File: config.mk
export PLATFORM = sky130hd
export DESIGN_NAME = bracket_keyword_balance_checker_top
export DESIGN_NICKNAME = d
export VERILOG_FILES = /design/src/sv/bkbc_pkg.sv /design/src/sv/bkbc_ram.sv /design/src/sv/bracket_keyword_balance_checker_top.sv
export SDC_FILE = /design/constraint.sdc
export NUM_CORES = 1
export LEC_CHECK = 0
export ABC_AREA = 1
export BUFFER_PORTS_ARGS = -buffer_cell sky130_fd_sc_hd__buf_2
export CORE_MARGIN = 5
export CORE_UTILIZATION = 30
export DETAILED_ROUTE_END_ITERATION = 12
export SLEW_MARGIN = 20
export SYNTH_ARGS = -nofsm -noshare
export SYNTH_HDL_FRONTEND = slang
export SYNTH_SLANG_ARGS = --single-unit
File: constraint.sdc
create_clock -name clk -period 3.7 [get_ports clk]
set_clock_uncertainty 0.1 [all_clocks]
set_input_delay 0.74 -clock clk [delete_from_list [all_inputs] [get_ports clk]]
set_output_delay 0.74 -clock clk [all_outputs]
set_load 0.005 [all_outputs]
File: src/sv/bkbc_pkg.sv
package bkbc_pkg;

  localparam int unsigned STACK_DEPTH_DEF = 64;

  localparam int unsigned CHAR_W  = 8;
  localparam int unsigned KIND_W  = 3;
  localparam int unsigned STAT_W  = 3;
  localparam int unsigned COUNT_W = 7;

  localparam logic [COUNT_W-1:0] COUNT_MAX = '1;

  typedef enum logic [KIND_W-1:0] {
    K_NONE    = 3'd0,
    K_PAREN   = 3'd1,
    K_SQUARE  = 3'd2,
    K_CURLY   = 3'd3,
    K_BEGIN   = 3'd4,
    K_COMMENT = 3'd5
  } kind_t;

  typedef enum logic [2:0] {
    KW_IDLE      = 3'd0,
    KW_BEGIN     = 3'd1,
    KW_END       = 3'd2,
    KW_CMT_OPEN  = 3'd3,
    KW_CMT_CLOSE = 3'd4
  } kw_t;

  typedef enum logic [STAT_W-1:0] {
    ST_OK        = 3'd0,
    ST_UNBAL     = 3'd1,
    ST_INVALID   = 3'd2,
    ST_MALFORMED = 3'd3,
    ST_OVERFLOW  = 3'd4
  } status_t;

  localparam logic [CHAR_W-1:0] CH_LPAREN = 8'h28;
  localparam logic [CHAR_W-1:0] CH_RPAREN = 8'h29;
  localparam logic [CHAR_W-1:0] CH_LSQ    = 8'h5B;
  localparam logic [CHAR_W-1:0] CH_RSQ    = 8'h5D;
  localparam logic [CHAR_W-1:0] CH_LCURLY = 8'h7B;
  localparam logic [CHAR_W-1:0] CH_RCURLY = 8'h7D;
  localparam logic [CHAR_W-1:0] CH_SLASH  = 8'h2F;
  localparam logic [CHAR_W-1:0] CH_STAR   = 8'h2A;
  localparam logic [CHAR_W-1:0] CH_LO_B   = 8'h62;
  localparam logic [CHAR_W-1:0] CH_LO_D   = 8'h64;
  localparam logic [CHAR_W-1:0] CH_LO_E   = 8'h65;
  localparam logic [CHAR_W-1:0] CH_LO_G   = 8'h67;
  localparam logic [CHAR_W-1:0] CH_LO_I   = 8'h69;
  localparam logic [CHAR_W-1:0] CH_LO_N   = 8'h6E;
  localparam logic [CHAR_W-1:0] CH_UP_A   = 8'h41;
  localparam logic [CHAR_W-1:0] CH_UP_Z   = 8'h5A;
  localparam logic [CHAR_W-1:0] CASE_OFS  = 8'h20;

  // fold upper-case letters to lower case
  function automatic logic [CHAR_W-1:0] to_lower(input logic [CHAR_W-1:0] c);
    if (c >= CH_UP_A && c <= CH_UP_Z) begin
      return c + CASE_OFS;
    end
    return c;
  endfunction

  // letters expected after the leading b of begin
  function automatic logic [CHAR_W-1:0] begin_tail(input logic [1:0] pos);
    logic [CHAR_W-1:0] r;
    case (pos)
      2'd0:    r = CH_LO_E;
      2'd1:    r = CH_LO_G;
      2'd2:    r = CH_LO_I;
      default: r = CH_LO_N;
    endcase
    return r;
  endfunction

endpackage

File: src/sv/bkbc_ram.sv
module bkbc_ram #(
  parameter int unsigned WIDTH = 3,
  parameter int unsigned DEPTH = 64
) (
  input  logic                     clk,
  input  logic                     wr_en,
  input  logic [$clog2(DEPTH)-1:0] wr_addr,
  input  logic [WIDTH-1:0]         wr_data,
  input  logic [$clog2(DEPTH)-1:0] rd_addr,
  output logic [WIDTH-1:0]         rd_data
);

  logic [WIDTH-1:0] mem [DEPTH];

  // read returns the old contents when the same entry is written
  always_ff @(posedge clk) begin
    if (wr_en) begin
      mem[wr_addr] <= wr_data;
    end
    rd_data <= mem[rd_addr];
  end

endmodule

File: src/sv/bracket_keyword_balance_checker_top.sv
// Channel  Dir  Bus                           Contents (low bit up)
// s_*      in   tvalid/tready/tdata/tlast     tdata[7:0] char_in; tlast = last
// m_*      out  tvalid/tready/tdata           status[2:0] leftover_kind[5:3]
//                                             open_count[12:6], zero fill to 16
//
// One byte per cycle, back to back; a result is presented in the cycle after the
// transfer of the byte marked last. The top of stack lives in a register and
// the entry below it is prefetched from the stack RAM every cycle, so a pop
// never waits on the registered RAM read. Reset (rst, synchronous) clears the
// control state; stack RAM contents are never cleared and need no sweep.
// Input stalls only while an undelivered result sits in the output register
// and m_tready is low.
module bracket_keyword_balance_checker_top #(
  parameter int unsigned STACK_DEPTH = bkbc_pkg::STACK_DEPTH_DEF
) (
  input  logic        clk,
  input  logic        rst,
  input  logic        s_tvalid,
  output logic        s_tready,
  input  logic [7:0]  s_tdata,   // [7:0] char_in
  input  logic        s_tlast,   // last
  output logic        m_tvalid,
  input  logic        m_tready,
  output logic [15:0] m_tdata    // [2:0] status, [5:3] leftover_kind, [12:6] open_count
);

  localparam int unsigned AW = (STACK_DEPTH > 1) ? $clog2(STACK_DEPTH) : 1;
  localparam int unsigned DW = $clog2(STACK_DEPTH + 1);
  localparam logic [DW-1:0] DEPTH_FULL = DW'(STACK_DEPTH);
  localparam logic [DW-1:0] DEPTH_ONE  = DW'(1);
  localparam logic [DW-1:0] DEPTH_TWO  = DW'(2);

  // architectural state
  logic [DW-1:0]            stack_depth, stack_depth_next;
  bkbc_pkg::kind_t          top_kind, top_kind_next;
  bkbc_pkg::kw_t            keyword_kind, keyword_kind_next;
  logic [1:0]               keyword_pos, keyword_pos_next;
  logic                     mismatch_seen, mismatch_seen_next;
  bkbc_pkg::status_t        error_code, error_code_next;

  // prefetch of the entry below the top, with write forwarding
  logic                     fwd_hit, fwd_hit_next;
  logic [bkbc_pkg::KIND_W-1:0] fwd_data;
  logic [bkbc_pkg::KIND_W-1:0] rd_data;
  logic [AW-1:0]            rd_addr;
  bkbc_pkg::kind_t          below_kind;

  logic                     wr_en;
  logic [AW-1:0]            wr_addr;
  logic [bkbc_pkg::KIND_W-1:0] wr_data;

  // output register
  logic                     out_valid;
  bkbc_pkg::status_t        out_status, out_status_next;
  bkbc_pkg::kind_t          out_kind, out_kind_next;
  logic [bkbc_pkg::COUNT_W-1:0] out_count, out_count_next;

  logic                     accept;
  logic [7:0]               ch, lc;

  // per-byte working values before the end-of-text clear
  logic                     do_push, do_close;
  bkbc_pkg::kind_t          push_kind, close_kind;
  logic [DW-1:0]            depth_upd;
  bkbc_pkg::kind_t          top_upd;
  bkbc_pkg::kw_t            kw_upd;
  logic [1:0]               pos_upd;
  logic                     mis_upd;
  bkbc_pkg::status_t        err_upd;

  assign s_tready = !out_valid || m_tready;
  assign accept   = s_tvalid && s_tready;
  assign ch       = s_tdata;
  assign lc       = bkbc_pkg::to_lower(s_tdata);

  assign below_kind = bkbc_pkg::kind_t'(fwd_hit ? fwd_data : rd_data);

  // decode one byte: keyword step or plain byte
  always_comb begin
    do_push    = 1'b0;
    do_close   = 1'b0;
    push_kind  = bkbc_pkg::K_NONE;
    close_kind = bkbc_pkg::K_NONE;
    kw_upd     = keyword_kind;
    pos_upd    = keyword_pos;
    err_upd    = error_code;
    if (error_code == bkbc_pkg::ST_OK) begin
      case (keyword_kind)
        bkbc_pkg::KW_BEGIN: begin
          if (lc == bkbc_pkg::begin_tail(keyword_pos)) begin
            if (keyword_pos == 2'd3) begin
              kw_upd    = bkbc_pkg::KW_IDLE;
              pos_upd   = 2'd0;
              do_push   = 1'b1;
              push_kind = bkbc_pkg::K_BEGIN;
            end else begin
              pos_upd = keyword_pos + 2'd1;
            end
          end else begin
            err_upd = bkbc_pkg::ST_MALFORMED;
          end
        end
        bkbc_pkg::KW_END: begin
          if (keyword_pos == 2'd0 && lc == bkbc_pkg::CH_LO_N) begin
            pos_upd = 2'd1;
          end else if (keyword_pos == 2'd1 && lc == bkbc_pkg::CH_LO_D) begin
            kw_upd     = bkbc_pkg::KW_IDLE;
            pos_upd    = 2'd0;
            do_close   = 1'b1;
            close_kind = bkbc_pkg::K_BEGIN;
          end else begin
            err_upd = bkbc_pkg::ST_MALFORMED;
          end
        end
        bkbc_pkg::KW_CMT_OPEN: begin
          if (ch == bkbc_pkg::CH_STAR) begin
            kw_upd    = bkbc_pkg::KW_IDLE;
            do_push   = 1'b1;
            push_kind = bkbc_pkg::K_COMMENT;
          end else begin
            err_upd = bkbc_pkg::ST_MALFORMED;
          end
        end
        bkbc_pkg::KW_CMT_CLOSE: begin
          if (ch == bkbc_pkg::CH_SLASH) begin
            kw_upd     = bkbc_pkg::KW_IDLE;
            do_close   = 1'b1;
            close_kind = bkbc_pkg::K_COMMENT;
          end else begin
            err_upd = bkbc_pkg::ST_MALFORMED;
          end
        end
        bkbc_pkg::KW_IDLE: begin
          pos_upd = 2'd0;
          if (lc == bkbc_pkg::CH_LO_B) begin
            kw_upd = bkbc_pkg::KW_BEGIN;
          end else if (lc == bkbc_pkg::CH_LO_E) begin
            kw_upd = bkbc_pkg::KW_END;
          end else if (ch == bkbc_pkg::CH_SLASH) begin
            kw_upd = bkbc_pkg::KW_CMT_OPEN;
          end else if (ch == bkbc_pkg::CH_STAR) begin
            kw_upd = bkbc_pkg::KW_CMT_CLOSE;
          end else if (ch == bkbc_pkg::CH_LPAREN) begin
            do_push = 1'b1; push_kind = bkbc_pkg::K_PAREN;
          end else if (ch == bkbc_pkg::CH_LSQ) begin
            do_push = 1'b1; push_kind = bkbc_pkg::K_SQUARE;
          end else if (ch == bkbc_pkg::CH_LCURLY) begin
            do_push = 1'b1; push_kind = bkbc_pkg::K_CURLY;
          end else if (ch == bkbc_pkg::CH_RPAREN) begin
            do_close = 1'b1; close_kind = bkbc_pkg::K_PAREN;
          end else if (ch == bkbc_pkg::CH_RSQ) begin
            do_close = 1'b1; close_kind = bkbc_pkg::K_SQUARE;
          end else if (ch == bkbc_pkg::CH_RCURLY) begin
            do_close = 1'b1; close_kind = bkbc_pkg::K_CURLY;
          end else begin
            err_upd = bkbc_pkg::ST_INVALID;
          end
        end
        default: begin
          err_upd = bkbc_pkg::ST_MALFORMED;
        end
      endcase
    end
  end

  // stack update: top in a register, older entries in the RAM
  always_comb begin
    depth_upd = stack_depth;
    top_upd   = top_kind;
    mis_upd   = mismatch_seen;
    wr_en     = 1'b0;
    wr_addr   = AW'(stack_depth - DEPTH_ONE);
    wr_data   = top_kind;
    if (do_push) begin
      // a full stack holds its contents; the overflow code is set below
      if (stack_depth != DEPTH_FULL) begin
        // spill the current top below the new one
        wr_en     = accept && (stack_depth != '0);
        top_upd   = push_kind;
        depth_upd = stack_depth + DEPTH_ONE;
      end
    end else if (do_close) begin
      if (stack_depth != '0 && top_kind == close_kind) begin
        top_upd   = below_kind;
        depth_upd = stack_depth - DEPTH_ONE;
      end else begin
        mis_upd = 1'b1;
      end
    end
  end

  // next state, result capture and clear at end of text
  always_comb begin
    stack_depth_next   = stack_depth;
    top_kind_next      = top_kind;
    keyword_kind_next  = keyword_kind;
    keyword_pos_next   = keyword_pos;
    mismatch_seen_next = mismatch_seen;
    error_code_next    = error_code;
    out_status_next    = out_status;
    out_kind_next      = out_kind;
    out_count_next     = out_count;
    if (accept) begin
      stack_depth_next   = depth_upd;
      top_kind_next      = top_upd;
      keyword_kind_next  = kw_upd;
      keyword_pos_next   = pos_upd;
      mismatch_seen_next = mis_upd;
      error_code_next    = (do_push && stack_depth == DEPTH_FULL) ?
                           bkbc_pkg::ST_OVERFLOW : err_upd;
      if (s_tlast) begin
        if (error_code_next != bkbc_pkg::ST_OK) begin
          out_status_next = error_code_next;
        end else if (kw_upd != bkbc_pkg::KW_IDLE) begin
          out_status_next = bkbc_pkg::ST_MALFORMED;
        end else if (mis_upd || depth_upd != '0) begin
          out_status_next = bkbc_pkg::ST_UNBAL;
        end else begin
          out_status_next = bkbc_pkg::ST_OK;
        end
        out_kind_next  = (depth_upd != '0) ? top_upd : bkbc_pkg::K_NONE;
        out_count_next = (32'(depth_upd) > 32'(bkbc_pkg::COUNT_MAX)) ?
                         bkbc_pkg::COUNT_MAX : bkbc_pkg::COUNT_W'(depth_upd);
        // clear for the next text
        stack_depth_next   = '0;
        top_kind_next      = bkbc_pkg::K_NONE;
        keyword_kind_next  = bkbc_pkg::KW_IDLE;
        keyword_pos_next   = 2'd0;
        mismatch_seen_next = 1'b0;
        error_code_next    = bkbc_pkg::ST_OK;
      end
    end
  end

  // prefetch the entry that will sit below the top next cycle; forward
  // the spill when it targets that same entry
  assign rd_addr      = AW'(stack_depth_next - DEPTH_TWO);
  assign fwd_hit_next = wr_en && (wr_addr == rd_addr);

  bkbc_ram #(
    .WIDTH (bkbc_pkg::KIND_W),
    .DEPTH (STACK_DEPTH)
  ) u_stack_ram (
    .clk     (clk),
    .wr_en   (wr_en),
    .wr_addr (wr_addr),
    .wr_data (wr_data),
    .rd_addr (rd_addr),
    .rd_data (rd_data)
  );

  always_ff @(posedge clk) begin
    if (rst) begin
      stack_depth   <= '0;
      top_kind      <= bkbc_pkg::K_NONE;
      keyword_kind  <= bkbc_pkg::KW_IDLE;
      keyword_pos   <= 2'd0;
      mismatch_seen <= 1'b0;
      error_code    <= bkbc_pkg::ST_OK;
      fwd_hit       <= 1'b0;
      out_valid     <= 1'b0;
    end else begin
      stack_depth   <= stack_depth_next;
      top_kind      <= top_kind_next;
      keyword_kind  <= keyword_kind_next;
      keyword_pos   <= keyword_pos_next;
      mismatch_seen <= mismatch_seen_next;
      error_code    <= error_code_next;
      fwd_hit       <= fwd_hit_next;
      // hold the result until its transfer, load a fresh one on last
      if (accept && s_tlast) begin
        out_valid <= 1'b1;
      end else if (m_tready) begin
        out_valid <= 1'b0;
      end
    end
  end

  always_ff @(posedge clk) begin
    fwd_data   <= wr_data;
    out_status <= out_status_next;
    out_kind   <= out_kind_next;
    out_count  <= out_count_next;
  end

  assign m_tvalid = out_valid;
  assign m_tdata  = {3'b000, out_count, out_kind, out_status};

`ifndef ASSERT_OFF
  a_depth_bound: assert property (@(posedge clk) disable iff (rst)
    stack_depth <= DEPTH_FULL)
    else $error("stack depth above capacity");

  a_clear_on_last: assert property (@(posedge clk) disable iff (rst)
    accept && s_tlast |=> stack_depth == '0 && error_code == bkbc_pkg::ST_OK
                          && keyword_kind == bkbc_pkg::KW_IDLE && !mismatch_seen)
    else $error("state not cleared after end of text");

  a_error_sticky: assert property (@(posedge clk) disable iff (rst)
    error_code != bkbc_pkg::ST_OK && !(accept && s_tlast) |=>
      $stable(error_code) && $stable(stack_depth))
    else $error("state changed after an error");

  a_push_step: assert property (@(posedge clk) disable iff (rst)
    accept && !s_tlast && do_push && stack_depth != DEPTH_FULL |=>
      stack_depth == $past(stack_depth) + DEPTH_ONE)
    else $error("push did not advance depth by one");

  a_result_range: assert property (@(posedge clk) disable iff (rst)
    m_tvalid |-> out_status <= bkbc_pkg::ST_OVERFLOW
                 && out_kind <= bkbc_pkg::K_COMMENT)
    else $error("result field out of range");
`endif

endmodule
# ---- Word level (Yosys, flattened, before mapping)
# Memories as Yosys holds them, arrays and structs flattened. A register that Yosys moved wholly into a read port is not among the register bits.
# Cells that the tools add are included.
# Widths: inputs -> output; s select.
dict set report totals {
  word_cells 194
  n_memories 1
  mem_bits_rw 192
  inputBits 13
  output_inout_bits 18
  ff_bits 37
}
# name depth width rd rd_ports_with_merged_regs write_ports line
set memory_table {}
lappend memory_table {u_stack_ram.mem 64 3 1 1 1 bkbc_ram.sv:13} ;# logic [WIDTH-1:0] mem [DEPTH];
dict set report classes {
  order_cmp 2
  reduce_logical 24
  n_addsub 5
  n_eq_ne 26
  mux 124
}
# cell n
set ops {}
lappend ops {{$mux 3} 45}
lappend ops {{$eq 8x7->1 const B} 8}
lappend ops {{$mux 2} 24}
lappend ops {{$mux 7} 6}
lappend ops {{$mux 1} 37}
lappend ops {{$eq 8x6->1 const B} 4}
lappend ops {{$mux 8} 4}
lappend ops {{$pmux 3 s5} 2}
lappend ops {{$pmux 3 s3} 2}
lappend ops {{$reduce_bool 7->1} 2}
lappend ops {{$pmux 4 s3} 1}
lappend ops {{$logic_and 1x1->1} 9}
lappend ops {{$add 8x6->8 const B} 1}
lappend ops {{$eq 8x8->1} 1}
lappend ops {{$ge 8x7->1 const B} 1}
lappend ops {{$le 8x7->1 const B} 1}
lappend ops {{$add 7x1->7 const B} 1}
lappend ops {{$eq 7x7->1 const B} 1}
lappend ops {{$ne 7x7->1 const B} 1}
lappend ops {{$sub 7x1->7 const B} 1}
lappend ops {{$eq 3x2->1 const B} 2}
lappend ops {{$eq 6x6->1} 1}
lappend ops {{$logic_not 3->1} 2}
lappend ops {{$pmux 1 s3} 2}
lappend ops {{18 further kinds} 22}

# ---- Longest topological paths before layout
# Gate-level depths: netlist of run 1.
dict set report depth {
  ltp_word 23
  depth_mapped 27
  mapped_depth_nobuf 26
}

# ---- Cells and area by module
# A second synthesis of run 1 with hierarchy kept.
dict set report hier_totals {
  cells_unflattened 1205
  area_unflattened_um2 11260.8
}
# module seq_area_each_um2 area_per_inst_um2 cells_per_inst n_inst
set by_module_without_submodules {}
lappend by_module_without_submodules {bkbc_ram 5825.6 8226.6 751 1}
lappend by_module_without_submodules {bracket_keyword_balance_checker_top 870.8 3034.2 454 1}

# ---- Least setup slack after synthesis of run 1
# Ideal clock, no wire load.
dict set report synth_path {
  path_type {input port to flip-flop}
  startpoint {input s_tdata[5]}
  endpoint {register u_stack_ram.rd_data[1] (read register of u_stack_ram.mem)}
  arrival_time_ps 3565
  n_path_buf 3
  setup_slack_ps -78
  cell_stages 23
  cell_sequence {ha_1 > inv_1 > nor2_1 > nand2_1 > nand2_1 > nand2_1 > nor3_2 > nand3_1 > nand3_2 > nand2_4 > nand3_1 > nand2_1 > a21oi_4 > buf_2 > ha_1 > clkbuf_1 > inv_1 > clkbuf_1 > nand3_1 > nand3_1 > nand3_1 > nand3_1 > nand2_1}
}
dict set report synth_between {
  elab_chain_len 21
  elab_cells_between_ends 71
}
# item line
set synth_rtl {}
lappend synth_rtl {{start, declared} bracket_keyword_balance_checker_top.sv:20} ;# input logic [7:0] s_tdata,
lappend synth_rtl {{$eq 8x7->1} bracket_keyword_balance_checker_top.sv:153} ;# end else if (ch == bkbc_pkg::CH_RCURLY) begin
lappend synth_rtl {{$mux 2} bracket_keyword_balance_checker_top.sv:153}
lappend synth_rtl {{$mux 2} bracket_keyword_balance_checker_top.sv:151} ;# end else if (ch == bkbc_pkg::CH_RSQ) begin
lappend synth_rtl {{$mux 2} bracket_keyword_balance_checker_top.sv:149} ;# end else if (ch == bkbc_pkg::CH_RPAREN) begin
lappend synth_rtl {{$mux 2} bracket_keyword_balance_checker_top.sv:147} ;# end else if (ch == bkbc_pkg::CH_LCURLY) begin
lappend synth_rtl {{$mux 2} bracket_keyword_balance_checker_top.sv:145} ;# end else if (ch == bkbc_pkg::CH_LSQ) begin
lappend synth_rtl {{$mux 2} bracket_keyword_balance_checker_top.sv:143} ;# end else if (ch == bkbc_pkg::CH_LPAREN) begin
lappend synth_rtl {{$mux 2} bracket_keyword_balance_checker_top.sv:141} ;# end else if (ch == bkbc_pkg::CH_STAR) begin
lappend synth_rtl {{[... 6 more ...]} --}
lappend synth_rtl {{$logic_and 1x1->1} bracket_keyword_balance_checker_top.sv:183} ;# if (stack_depth != '0 && top_kind == close_kind) begin
lappend synth_rtl {{$mux 7} bracket_keyword_balance_checker_top.sv:183}
lappend synth_rtl {{$mux 7} bracket_keyword_balance_checker_top.sv:182} ;# end else if (do_close) begin
lappend synth_rtl {{$mux 7 *} bracket_keyword_balance_checker_top.sv:174} ;# if (do_push) begin
lappend synth_rtl {{named net depth_upd[1]} bracket_keyword_balance_checker_top.sv:64} ;# logic [DW-1:0] depth_upd;
lappend synth_rtl {{$mux 7 *} bracket_keyword_balance_checker_top.sv:211} ;# if (s_tlast) begin
lappend synth_rtl {{$mux 7 *} bracket_keyword_balance_checker_top.sv:203} ;# if (accept) begin
lappend synth_rtl {{$sub 6x2->6 *} bracket_keyword_balance_checker_top.sv:237} ;# assign rd_addr = AW'(stack_depth_next - DEPTH_TWO);
lappend synth_rtl {{end, declared} bkbc_ram.sv:10} ;# output logic [WIDTH-1:0] rd_data
# Mark *: on every way through the listed nets, which the timed path passes. The rest lies on a longest branch. The select of a mux whose other input is x is not followed.
# A chain may end at the register's enable or synchronous reset.

# ---- Final worst setup path of run 1
dict set report layout_path {
  startpoint {register keyword_pos[1]}
  endpoint {register u_stack_ram.rd_data[1] (read register of u_stack_ram.mem)}
}
dict set report layout_between {
  elab_chain_len 14
  elab_cells_between_ends 30
}
# item line
set layout_rtl {}
lappend layout_rtl {{start, declared} bracket_keyword_balance_checker_top.sv:37} ;# logic [1:0] keyword_pos, keyword_pos_next;
lappend layout_rtl {{start signal, assigned} bracket_keyword_balance_checker_top.sv:266} ;# keyword_pos <= keyword_pos_next;
lappend layout_rtl {{branches (longest 10 deep; another with $mux 8)} --}
lappend layout_rtl {{$mux 7 *} bracket_keyword_balance_checker_top.sv:174}
lappend layout_rtl {{named net depth_upd[2]} bracket_keyword_balance_checker_top.sv:64}
lappend layout_rtl {{$mux 7 *} bracket_keyword_balance_checker_top.sv:211}
lappend layout_rtl {{$mux 7 *} bracket_keyword_balance_checker_top.sv:203}
lappend layout_rtl {{$sub 6x2->6 *} bracket_keyword_balance_checker_top.sv:237}
# Mark *: on every way through the listed nets, which the timed path passes. The select of a mux whose other input is x is not followed.

==> metrics.md, run 1 <==
| Metric | Value |
|---|---|
| Final Instance Area | `0.0138 sq mm` |
| Crit-path cells | `ha_2 -> inv_1 -> nand2_1 -> nand4_1 -> nor3_2 -> nand3_1 -> nand3_2 -> nand2_4 -> clkinv_2 -> a21oi_1 -> o21ai_0 -> nand2_1 -> inv_1 -> nand2_1 -> nand2_1 -> inv_1 -> ha_4 -> buf_4 -> nand3_1 -> nand3_1 -> nand3_1 -> nand3_1 -> nand2_1` |
| Largest register FFs | `192` |
| Initial antenna violation count | `0` |
| Period minus WS final | `3.41 ns` |
| 1st-iter DRT viols | `757` |
| Post-Place Cell Area | `0.0129 sq mm` |
| Layout area overhead | `16.6%` |
| NumNets Final | `1372` |
| Setup TNS | `0 ns` |
| Die H | `209 microns` |
| Final period util | `0.921` |
| Setup slack after layout | `0.292 ns` |
| Final-report hold violation count | `0` |
| Final ANT Viol Nets | `0` |
| Biggest register | `u_stack_ram.mem` |
| Clk slew on worst S/H paths | `0.06 ns` |
| Row count | `72` |
| CP Max Fanout | `15` |
| Root buf cell | `clkbuf_16` |
| Vias per inst | `4.84` |
| Status | `finished, final reports clean` |
| Post-CTS Hold Buffers | `0` |
| Data required, critical path | `4.04 ns` |
| Synth unique cells | `44` |
| Diodes inserted | `0` |
| EDFF count, synth | `205` |
| First-pass GRT wire length | `49400 microns` |
| Unrepaired setup endpoints after global routing | `no` |
| Vias | `9137` |
| Seq cells post-synth | `232` |
| Largest net degree at the start of global routing | `67` |
| Clk_lat worst skew | `0.55 ns` |
| Area of the core | `0.0388 sq mm` |
| Max-slew headroom | `0.467` |
| Share of cells above drive strength 1 | `0.137` |
| # port buffers | `27` |
| Slowest stage delay, CP | `0.39 ns` |
| Avg Inst Size Synth | `9.21 sq um` |
| Crit Path Class | `register to register` |
| Biggest regs | `u_stack_ram.mem: 192 flops, out_count: 7 flops, stack_depth: 7 flops` |
| Total power | `5.55 mW` |
| Gr usage total | `0.139` |
| Startpoint Class | `register` |
| TritonCTS buffer count | `25` |
| 1st-pass router iterations | `5` |
| Mean routed wirelength per cell | `16.4 microns` |
| CTS Sinks | `232` |
| Worst min path class | `register to register` |
| Worst VDD drop | `0.351 mV` |
| DP Worst Slack | `-0.243 ns` |
| CP Buf/Inv Count | `5` |
| Final setup violation count | `0` |
| Fmax | `0.293 GHz` |
| Ys flop type | `edfxtp_1` |
| Crit. End Element | `register` |
| CP max stage cell | `dfxtp_1` |
| Hpwl dp | `20600 microns` |
| CP delay by family, top | `simple AND/OR/NAND/NOR gates` |
| Global placer's final weighted congestion | `0.875` |
| P_leak | `5.56 nW` |
| Yosys warning count | `0` |
| DRC | `0` |
| Final Max Slew Viols | `0` |
| Top Ports | `31` |
| Total of max-cap violations | `0` |
| Synth Instances | `1284` |
| CP arrival | `3.75 ns` |
| Grt total ovfl | `0` |
| Register area share after synthesis | `0.566` |
| Clk buf depth | `3` |
| Asr flop ratio synth | `0` |
| Die width | `209 microns` |
| Starting Density | `0.305` |
| Slew @ Worst Pin | `0.799 ns` |
| Total Routed Length | `31000 microns` |
| Synth Cell Area | `0.0118 sq mm` |
| PD cells | `403 mW/mm^2` |
| Die area | `0.0435 sq mm` |
| CTS tree | `done` |
| WHS | `0.370 ns` |
| Vias in the first global route | `8810` |
| H-tree depth | `1` |
## where the power goes
| group | leakage (nW) | switching [mW] | total, mW | internal [mW] |
|---|---|---|---|---|
| logic | 2.72 | 0.105 | 0.160 | 0.0546 |
| registers | 2.41 | 0.00667 | 2.83 | 2.82 |
| clock network | 0.420 | 1.03 | 2.57 | 1.54 |
## Yosys cell counts (3+ instances only)
master     number  area [sq um]
edfxtp_1      205          6160
nand4_1        17           106
nor4_1          5          31.3
buf_1           6          22.5
clkbuf_1       19          71.3
nand3b_1       72           541
nand2_1       239           897
nor2_1        109           409
nor3_1         11          55.1
or2_2           4          25.0
o21ai_0        24           120
o2111ai_1       3          26.3
nand3_1       239          1200
buf_4           6          45.0
xor2_1          9          78.8
buf_2          22           110
nand2_2         3          18.8
a21oi_1        31           155
buf_6           9           101
dfxtp_1        27           541
mux2_2          3          33.8
nand2_4         3          33.8
ha_1            9           113
inv_1         172           646
inv_2          10          37.5
## metrics by stage
| step | utilization | instances |
|---|---|---|
| 2_1_floorplan | - | 1286 |
| 3_3_place_gp | 0.332 | 1841 |
| 3_5_place_dp | 0.332 | 1841 |
| 4_1_cts | 0.354 | 1886 |
| 5_1_grt | 0.355 | 1886 |
| 6_report | 0.355 | 1886 |
## path summary, 6_finish.rpt
path	startpoint	to	slack [ns]	cells after the start
max	keyword_pos[1]$_SDFFE_PP0P_	u_stack_ram.rd_data[1]$_DFF_P_	0.29	23
min	error_code[2]$_SDFFE_PP0P_	error_code[2]$_SDFFE_PP0P_	0.37	2
max reg2reg	keyword_pos[1]$_SDFFE_PP0P_	u_stack_ram.rd_data[1]$_DFF_P_	0.29	23
min reg2reg	error_code[2]$_SDFFE_PP0P_	error_code[2]$_SDFFE_PP0P_	0.37	2
## tightest hold or removal path, delay by kind of cell (launching register included)
family,cells,cell delay (ns)
flip-flops,1,0.31
buffers and inverters,1,0.06
AO/OA/AOI/OAI,1,0.06
## kinds of logic after synthesis
group,share of synthesized area
AND/OR/NAND/NOR,0.291
multiplexers,0.00286
buffers and inverters,0.0881
adder cells (fa/ha/maj),0.00952
XOR/XNOR,0.00815
other,0.000317
AO/OA/AOI/OAI,0.0338
flip-flops,0.566
## metal layers
layer  wire length, microns  share of wire  track usage
met1                  14000           0.45        0.191
met5                      0              0            0
met2                  14700           0.48        0.234
met4                    697          0.023       0.0362
met3                   1580          0.051       0.0158
## area by class of cell
cell class	count	area (sq um)
Clock inverter	17	199
Multi-Input combinational cell	808	4130
Inverter	184	692
Sequential cell	232	6700
Clock buffer	28	647
Timing Repair Buffer	99	763
Tap cell	518	648
Fill cell	3917	25000
## cell usage in the layout, fill, tap and decap left out, types with 5 or more instances in the layout
cell type / instances
ha_1: 6
buf_2: 27
nor3_1: 11
inv_2: 10
nand3b_1: 72
dfxtp_1: 23
nor4_1: 5
clkinv_2: 9
o21ai_0: 24
edfxtp_1: 205
nand3_1: 239
nand4_1: 17
xor2_1: 9
buf_4: 65
clkbuf_16: 25
inv_1: 172
a21oi_1: 30
buf_12: 7
nand2_1: 237
nor2_1: 109
## timing repair
| item | in CTS | in global routing |
|---|---|---|
| buffers inserted | 0 | 0 |
| resized for setup | 0 | 8 |
| setup endpoints to repair | 0 | 4 |
Note: power is estimated with default switching activity, not from simulation.
==> run 2, diff against run 1 <==
==> constraint.sdc (replaced) <==
create_clock -name clk -period 4 [get_ports clk]
set_clock_uncertainty 0.1 [all_clocks]
set_input_delay 0.8 -clock clk [delete_from_list [all_inputs] [get_ports clk]]
set_output_delay 0.8 -clock clk [all_outputs]
set_load 0.005 [all_outputs]
==> metrics.md, run 2 (synthesis gave the netlist of run 1 again) <==
| Metric | Value |
|---|---|
| Status | `finished, final reports clean` |
| Root buf cell | `clkbuf_16` |
| CP arrival | `3.93 ns (+0.18 ns)` |
| Clk_lat worst skew | `0.52 ns (-0.03 ns)` |
| H-tree depth | `1 (unchanged)` |
| Clock network power share | `0.429 (-0.033)` |
| CP max stage cell | `dfxtp_1` |
| First-pass GRT wire length | `48800 microns (-1.1%)` |
| Initial antenna violation count | `0 (unchanged)` |
| # port buffers | `27 (unchanged)` |
| Slew @ Worst Pin | `0.820 ns (+0.0213 ns)` |
| Share of cells above drive strength 1 | `0.105 (-0.0319)` |
| Period minus WS final | `3.61 ns (+0.201 ns)` |
| Top Ports | `31 (unchanged)` |
| Fill count | `3944 (+0.69%)` |
| Worst min path class | `register to register` |
| Crit. End Element | `register` |
| Largest register FFs | `192 (unchanged)` |
| CTS tree | `done` |
| Startpoint Class | `register` |
| 1st-iter DRT viols | `820 (+8.3%)` |
| Setup TNS | `0 ns (unchanged)` |
| Max-slew headroom | `0.451 (-0.0161)` |
| Crit Reg-Reg Endpoint | `u_stack_ram.rd_data[0]$_DFF_P_` |
| 1st-pass router iterations | `5 (unchanged)` |
| Post-CTS setup buffers | `0 (unchanged)` |
| Data required, critical path | `4.32 ns (+0.28 ns)` |
| Diodes inserted | `0 (unchanged)` |
| Clk buf depth | `3 (unchanged)` |
| Final ANT Viol Nets | `0 (unchanged)` |
| TritonCTS buffer count | `25 (unchanged)` |
| CTS resizes | `0 (unchanged)` |
| Largest net degree at the start of global routing | `67 (unchanged)` |
| Slowest stage delay, CP | `0.40 ns (about the same)` |
| R2r setup slk | `0.39 ns (+0.10 ns)` |
| Layout area overhead | `13.4%` |
| Final Max Slew Viols | `0 (unchanged)` |
| Global placer's final weighted congestion | `0.876 (about the same)` |
| Total power | `4.81 mW (-13%)` |
| Mean routed wirelength per cell | `16.5 microns (+0.33%)` |
| Total Routed Length | `30500 microns (-1.4%)` |
| Most frequent cells in the layout | `nand3_1, nand2_1, edfxtp_1` |
| Clk slew on worst S/H paths | `0.06 ns (about the same)` |
| Hpwl dp | `20700 microns (+0.67%)` |
| Die area | `0.0435 sq mm (unchanged)` |
| CTS Sinks | `232 (unchanged)` |
| Total of max-cap violations | `0 (unchanged)` |
| Starting Density | `0.305 (unchanged)` |
| Final period util | `0.902 (-0.0189)` |
| Fmax | `0.277 GHz (-5.6%)` |
| P_leak | `5.35 nW (-3.7%)` |
| Grt total ovfl | `0 (unchanged)` |
| Unrepaired setup endpoints after global routing | `no` |
| Int Power | `3.80 mW (-14%)` |
| Combinational share of power | `0.028 (about the same)` |
| Commonest non-fill, non-tap cell in the layout | `nand3_1` |
| Net Sw Frac | `0.210 (+0.00484)` |
| Biggest regs | `u_stack_ram.mem: 192 flops, out_count: 7 flops, stack_depth: 7 flops` |
| Reg-to-reg critical path startpoint | `keyword_pos[0]$_SDFFE_PP0P_` |
| Worst hold endpoint | `error_code[2]$_SDFFE_PP0P_` |
| Sw Pwr | `1.01 mW (-11%)` |
| Die width | `209 microns (unchanged)` |
| Crit-path cells | `inv_1 -> ha_1 -> o21ai_0 -> nand3_1 -> nor3_2 -> nand3_1 -> nand3_2 -> nand2_4 -> clkinv_2 -> a21oi_1 -> o21ai_0 -> nand2_1 -> inv_1 -> nand2_1 -> nand2_1 -> inv_1 -> ha_1 -> buf_4 -> nand3_1 -> nand3_1 -> nand3_1 -> nand3_1 -> nand2_1` |
| Vias per inst | `4.88 (+0.78%)` |
| PD cells | `359 mW/mm^2 (-11%)` |
| Worst VDD drop | `0.244 mV (-30%)` |
| Die H | `209 microns (unchanged)` |
| Area of the core | `0.0388 sq mm (unchanged)` |
| Vias | `9052 (-0.93%)` |
| Final-report hold violation count | `0 (unchanged)` |
| CP dominant cell by count | `nand3_1` |
| R2R depth | `23 (unchanged)` |
| Hold_sp | `error_code[2]$_SDFFE_PP0P_` |
| NumNets Final | `1341 (-2.3%)` |
| Sequential share of power | `0.543 (+0.034)` |
| Crit Path Class | `register to register` |
| DRC | `0 (unchanged)` |
| Final setup violation count | `0 (unchanged)` |
| Gr usage total | `0.137 (-0.00221)` |
| Post-CTS Hold Buffers | `0 (unchanged)` |
| Biggest register | `u_stack_ram.mem` |
| CP Max Fanout | `15 (unchanged)` |
| Hold depth | `2 (unchanged)` |
| Vias in the first global route | `8771 (-0.44%)` |
| Row count | `72 (unchanged)` |
==> run 2: power groups by stage <==
stage,Clock [mW],Sequential [mW],Combinational (mW)
3_3_place_gp,0,2.66,0.134
6_report,2.07,2.61,0.134
3_5_place_dp,0,2.66,0.134
4_1_cts,2.12,2.61,0.134
5_1_grt,2.22,2.61,0.151
2_1_floorplan,0,2.66,0.0868
==> run 2: per-layer routing <==
metal | GRT usage | up-vias | wire, microns
met4 | 0.0299 | 0 | 544
met1 | 0.192 | 4309 | 13600
li1 | - | 4393 | -
met2 | 0.227 | 310 | 14300
met3 | 0.0181 | 40 | 2120
met5 | 0 | - | 0
==> run 2: worst max-delay path, delay by kind of cell, from the launching register on <==
family          cells  cell delay, ns
compound gates      3            0.31
fa+ha+maj           2            0.60
flops               1            0.40
buf+inv             5            0.61
simple gates       13            1.49
==> run 2: area by class of cell <==
class	instances	area, sq um	area share
well taps	518	648	0.0484
clock inverters	11	65.1	0.00485
multi-input cells	808	4100	0.306
repair buffers	68	543	0.0405
flip-flops and latches	232	6700	0.500
clock buffers	33	656	0.0489
inverters	184	692	0.0516
==> run 2: stage by stage <==
stage          std cells  cell area, sq um  setup slack (ns)  hold WS [ns]  utilization
6_report            1854             13400             0.391         0.383        0.345
5_1_grt             1854             13400            0.0356         0.425        0.345
2_1_floorplan       1286             11800             0.162         0.348            -
4_1_cts             1854             13400             0.436         0.386        0.345
3_3_place_gp        1810             12700            0.0408         0.367        0.327
3_5_place_dp        1810             12700         -0.000588         0.374        0.327
==> run 2: worst max path at each step <==
stage	from	to	cells past startpoint	slack, ns
floorplan	s_tdata[5]	u_stack_ram.rd_data[1]$_DFF_P_	23	0.16
global placement	s_tdata[4]	u_stack_ram.rd_data[2]$_DFF_P_	22	0.04
detailed placement	s_tdata[6]	u_stack_ram.rd_data[0]$_DFF_P_	22	-0.0006
CTS	keyword_pos[0]$_SDFFE_PP0P_	u_stack_ram.rd_data[0]$_DFF_P_	23	0.44
global route	keyword_pos[0]$_SDFFE_PP0P_	u_stack_ram.rd_data[2]$_DFF_P_	23	0.04
finish	keyword_pos[0]$_SDFFE_PP0P_	u_stack_ram.rd_data[0]$_DFF_P_	23	0.39
==> run 3, diff against run 2 <==
--- a/config.mk
+++ b/config.mk
@@ -8,9 +8,11 @@
 export ABC_AREA = 1
 export BUFFER_PORTS_ARGS = -buffer_cell sky130_fd_sc_hd__buf_2
 export CORE_MARGIN = 5
-export CORE_UTILIZATION = 30
+export CORE_UTILIZATION = 31
 export DETAILED_ROUTE_END_ITERATION = 12
 export SLEW_MARGIN = 20
 export SYNTH_ARGS = -nofsm -noshare
 export SYNTH_HDL_FRONTEND = slang
+export SYNTH_HIERARCHICAL = 1
 export SYNTH_SLANG_ARGS = --single-unit
+export TNS_END_PERCENT = 1
==> metrics.md, run 3 <==
| Metric | Value |
|---|---|
| EDFF count, synth | `205 (unchanged)` |
| Final ANT Viol Nets | `0 (unchanged)` |
| CP dominant cell by count | `nand2_1` |
| Root buf cell | `clkbuf_16` |
| Gr usage total | `0.139 (+0.00182)` |
| Clock network power share | `0.449 (+0.020)` |
| Initial antenna violation count | `0 (unchanged)` |
| Vias | `8738 (-3.5%)` |
| R2R depth | `24 (+4.3%)` |
| Seq cells post-synth | `232 (unchanged)` |
| Area of the core | `0.0357 sq mm (-7.9%)` |
| Slowest stage delay, CP | `0.40 ns (about the same)` |
| Asr flop ratio synth | `0 (unchanged)` |
| Synth unique cells | `49 (+11%)` |
| Hold_sp | `mismatch_seen$_SDFFE_PP0P_` |
| Total of max-cap violations | `0 (unchanged)` |
| Layout area overhead | `14.7%` |
| Top post-synthesis cells by area | `edfxtp_1, nand2_1, nand3_1` |
| Max-slew headroom | `0.472 (+0.0208)` |
| Final-report hold violation count | `0 (unchanged)` |
| Register area share after synthesis | `0.595 (+0.0283)` |
| Setup TNS | `0 ns (unchanged)` |
| Crit-path cells | `inv_1 -> ha_1 -> nor2_1 -> o211ai_1 -> nor3_2 -> nand4_1 -> nand3_2 -> nand2_4 -> inv_2 -> nand2_1 -> nand2_1 -> xor2_1 -> inv_1 -> o22ai_4 -> buf_4 -> buf_12 -> nand2_1 -> nand3_1 -> nand3_1 -> nand2_1 -> nand2_1 -> nand3_1 -> nand3_1 -> nand2_1` |
| TritonCTS buffer count | `25 (unchanged)` |
| CP arrival | `3.93 ns (about the same)` |
| Biggest regs | `u_stack_ram/mem: 192 flops, out_count: 7 flops, stack_depth: 7 flops` |
| Die area | `0.0402 sq mm (-7.5%)` |
| Most common cell in the netlist | `nand2_1` |
| Die H | `201 microns (-3.8%)` |
| Final setup violation count | `0 (unchanged)` |
| Post-Place Cell Area | `0.0121 sq mm (-4.9%)` |
| CP Max Fanout | `36 (+21)` |
| Commonest non-fill, non-tap cell in the layout | `nand2_1` |
| Row count | `69 (-4.2%)` |
| Yosys top cell by area | `edfxtp_1` |
| PD cells | `387 mW/mm^2 (+7.8%)` |
| Final Max Slew Viols | `0 (unchanged)` |
| Worst min path class | `register to register` |
| Ys flop type | `edfxtp_1` |
| Top Ports | `31 (unchanged)` |
| Sequential share of power | `0.523 (-0.020)` |
| Combinational share of power | `0.028 (about the same)` |
| CTS Sinks | `232 (unchanged)` |
| Crit Reg-Reg Endpoint | `u_stack_ram/rd_data[1]$_DFF_P_` |
| Worst hold endpoint | `mismatch_seen$_SDFFE_PP0P_` |
| Hpwl dp | `19400 microns (-6.2%)` |
| Crit. End Element | `register` |
| Setup slack after layout | `0.431 ns (+0.0394 ns)` |
| Synth Cell Area | `0.0113 sq mm (-4.8%)` |
| 1st-iter DRT viols | `680 (-17%)` |
| P_leak | `5.05 nW (-5.6%)` |
| CP max stage cell | `dfxtp_1` |
| Largest net degree at the start of global routing | `68 (+1.5%)` |
| NumNets Final | `1274 (-5.0%)` |
| Synth Instances | `1205 (-6.2%)` |
| Top post-synthesis cells by count | `nand2_1, edfxtp_1, nand3_1` |
| Final Instance Area | `0.0129 sq mm (-3.6%)` |
| Vias in the first global route | `8581 (-2.2%)` |
| First-pass GRT wire length | `45700 microns (-6.4%)` |
| Post-CTS Hold Buffers | `0 (unchanged)` |
| Global placer's final weighted congestion | `0.912 (+4.1%)` |
| Biggest register | `u_stack_ram/mem` |
| Hold depth | `2 (unchanged)` |
| R2r setup slk | `0.43 ns (+0.04 ns)` |
| Total power | `5.00 mW (+3.9%)` |
| Data required, critical path | `4.36 ns (+0.04 ns)` |
| Mean routed wirelength per cell | `16.8 microns (+1.8%)` |
| DRC | `0 (unchanged)` |
| Largest register FFs | `192 (unchanged)` |
| CTS tree | `done` |
| 1st-pass router iterations | `7 (+2)` |
| Clk slew on worst S/H paths | `0.06 ns (about the same)` |
| DP Worst Slack | `-0.00880 ns (-0.00822 ns)` |
| Avg Inst Size Synth | `9.35 sq um (+1.5%)` |
| Yosys warning count | `6 (+6)` |
| Clk_lat worst skew | `0.52 ns (about the same)` |
| Yosys top cell area share | `0.547 (+0.0260)` |
| Most frequent cells in the layout | `nand2_1, edfxtp_1, nand3_1` |
| Share of cells above drive strength 1 | `0.132 (+0.0273)` |
| Worst VDD drop | `0.311 mV (+27%)` |
| Crit Path Class | `register to register` |
| Unrepaired setup endpoints after global routing | `no` |
| Period minus WS final | `3.57 ns (-0.0394 ns)` |
| Total Routed Length | `29100 microns (-4.8%)` |
| Status | `finished, final reports clean` |
| Int Power | `4.00 mW (+5.1%)` |
| Startpoint Class | `register` |
| Sw Pwr | `1.00 mW (-0.75%)` |
| Diodes inserted | `0 (unchanged)` |
| Fmax | `0.280 GHz (+1.1%)` |
| Die width | `201 microns (-3.8%)` |
| Slew @ Worst Pin | `0.792 ns (-0.0284 ns)` |
| Final core utilization | `0.361 (+0.0161)` |
| Clk buf depth | `3 (unchanged)` |
| H-tree depth | `1 (unchanged)` |
| # port buffers | `27 (unchanged)` |
| Reg-to-reg critical path startpoint | `keyword_pos[1]$_SDFFE_PP0P_` |
| Vias per inst | `5.04 (+3.3%)` |
| Net Sw Frac | `0.201 (-0.00933)` |
| Final period util | `0.892 (-0.00985)` |
| Grt total ovfl | `0 (unchanged)` |
| Starting Density | `0.315 (+0.0105)` |
## run 3: cell count changes after synthesis, sizes merged, moves of 7 or more
cell / previous run / this run
a21oi: 33 / 23
nand3: 242 / 207
nand3b: 72 / 0
nand4: 18 / 11
inv: 182 / 94
clkbuf: 19 / 10
nor3: 13 / 27
nand2: 245 / 384
## run 3: repair_timing
item,4_1_cts,5_1_grt
gates resized for setup,0,1
setup endpoints to repair,0,2
setup buffers,0,3
## run 3: per-layer routing
metal  vias to the layer above  track usage  share of wire
met4                         0       0.0516          0.032
met2                       305        0.232           0.47
met3                        61       0.0200          0.065
met5                         -            0              0
li1                       4170            -              -
met1                      4202        0.183           0.43
## run 3: final cells by class
cell class | count | area, sq um
multi-input cells | 830 | 3940
repair buffers | 68 | 536
fillers | 3666 | 22800
well taps | 461 | 577
clock inverters | 13 | 140
flip-flops and latches | 232 | 6700
inverters | 96 | 364
clock buffers | 33 | 656
## run 3: power by group through the flow
| stage | clock, mW | combinational [mW] | sequential (mW) |
|---|---|---|---|
| 6_report | 2.25 | 0.140 | 2.61 |
| 3_3_place_gp | 0 | 0.138 | 2.66 |
| 2_1_floorplan | 0 | 0.0872 | 2.66 |
| 5_1_grt | 2.41 | 0.156 | 2.61 |
| 4_1_cts | 2.30 | 0.139 | 2.61 |
| 3_5_place_dp | 0 | 0.139 | 2.66 |
## run 3: cells by family after synthesis
kind of cell	after synthesis	share of synthesized area
buffers and inverters	145	0.0574
adder cells (fa/ha/maj)	8	0.00889
XOR/XNOR	12	0.00933
flip-flops	232	0.595
other	1	0.000333
AO/OA/AOI/OAI	62	0.0337
multiplexers	3	0.00300
AND/OR/NAND/NOR	742	0.293
## run 3: worst max-delay path by stage
stage	startpoint	end	slack (ns)	cells after the start
2_1_floorplan	s_tdata[5]	u_stack_ram/rd_data[0]$_DFF_P_	0.42	28
3_3_place_gp	s_tdata[6]	u_stack_ram/rd_data[1]$_DFF_P_	-0.005	28
3_5_place_dp	s_tdata[6]	u_stack_ram/rd_data[1]$_DFF_P_	-0.009	28
4_1_cts	keyword_pos[1]$_SDFFE_PP0P_	u_stack_ram/rd_data[1]$_DFF_P_	0.37	24
5_1_grt	keyword_pos[1]$_SDFFE_PP0P_	u_stack_ram/rd_data[1]$_DFF_P_	0.07	24
6_report	keyword_pos[1]$_SDFFE_PP0P_	u_stack_ram/rd_data[1]$_DFF_P_	0.43	24
## run 3: critical path, delay by kind of cell, from the launching register on
| kind | cells | cell delay [ns] |
|---|---|---|
| AO/OA/AOI/OAI | 2 | 0.35 |
| XOR/XNOR | 1 | 0.18 |
| adder cells (fa/ha/maj) | 1 | 0.22 |
| buffers and inverters | 5 | 0.66 |
| flip-flops | 1 | 0.40 |
| AND/OR/NAND/NOR | 15 | 1.59 |
## run 3: metrics by stage
| step | hold WS (ns) | std cells |
|---|---|---|
| CTS | 0.406 | 1729 |
| floorplan | 0.365 | 1207 |
| detailed placement | 0.398 | 1683 |
| global route | 0.440 | 1733 |
| global placement | 0.390 | 1683 |
| finish | 0.400 | 1733 |
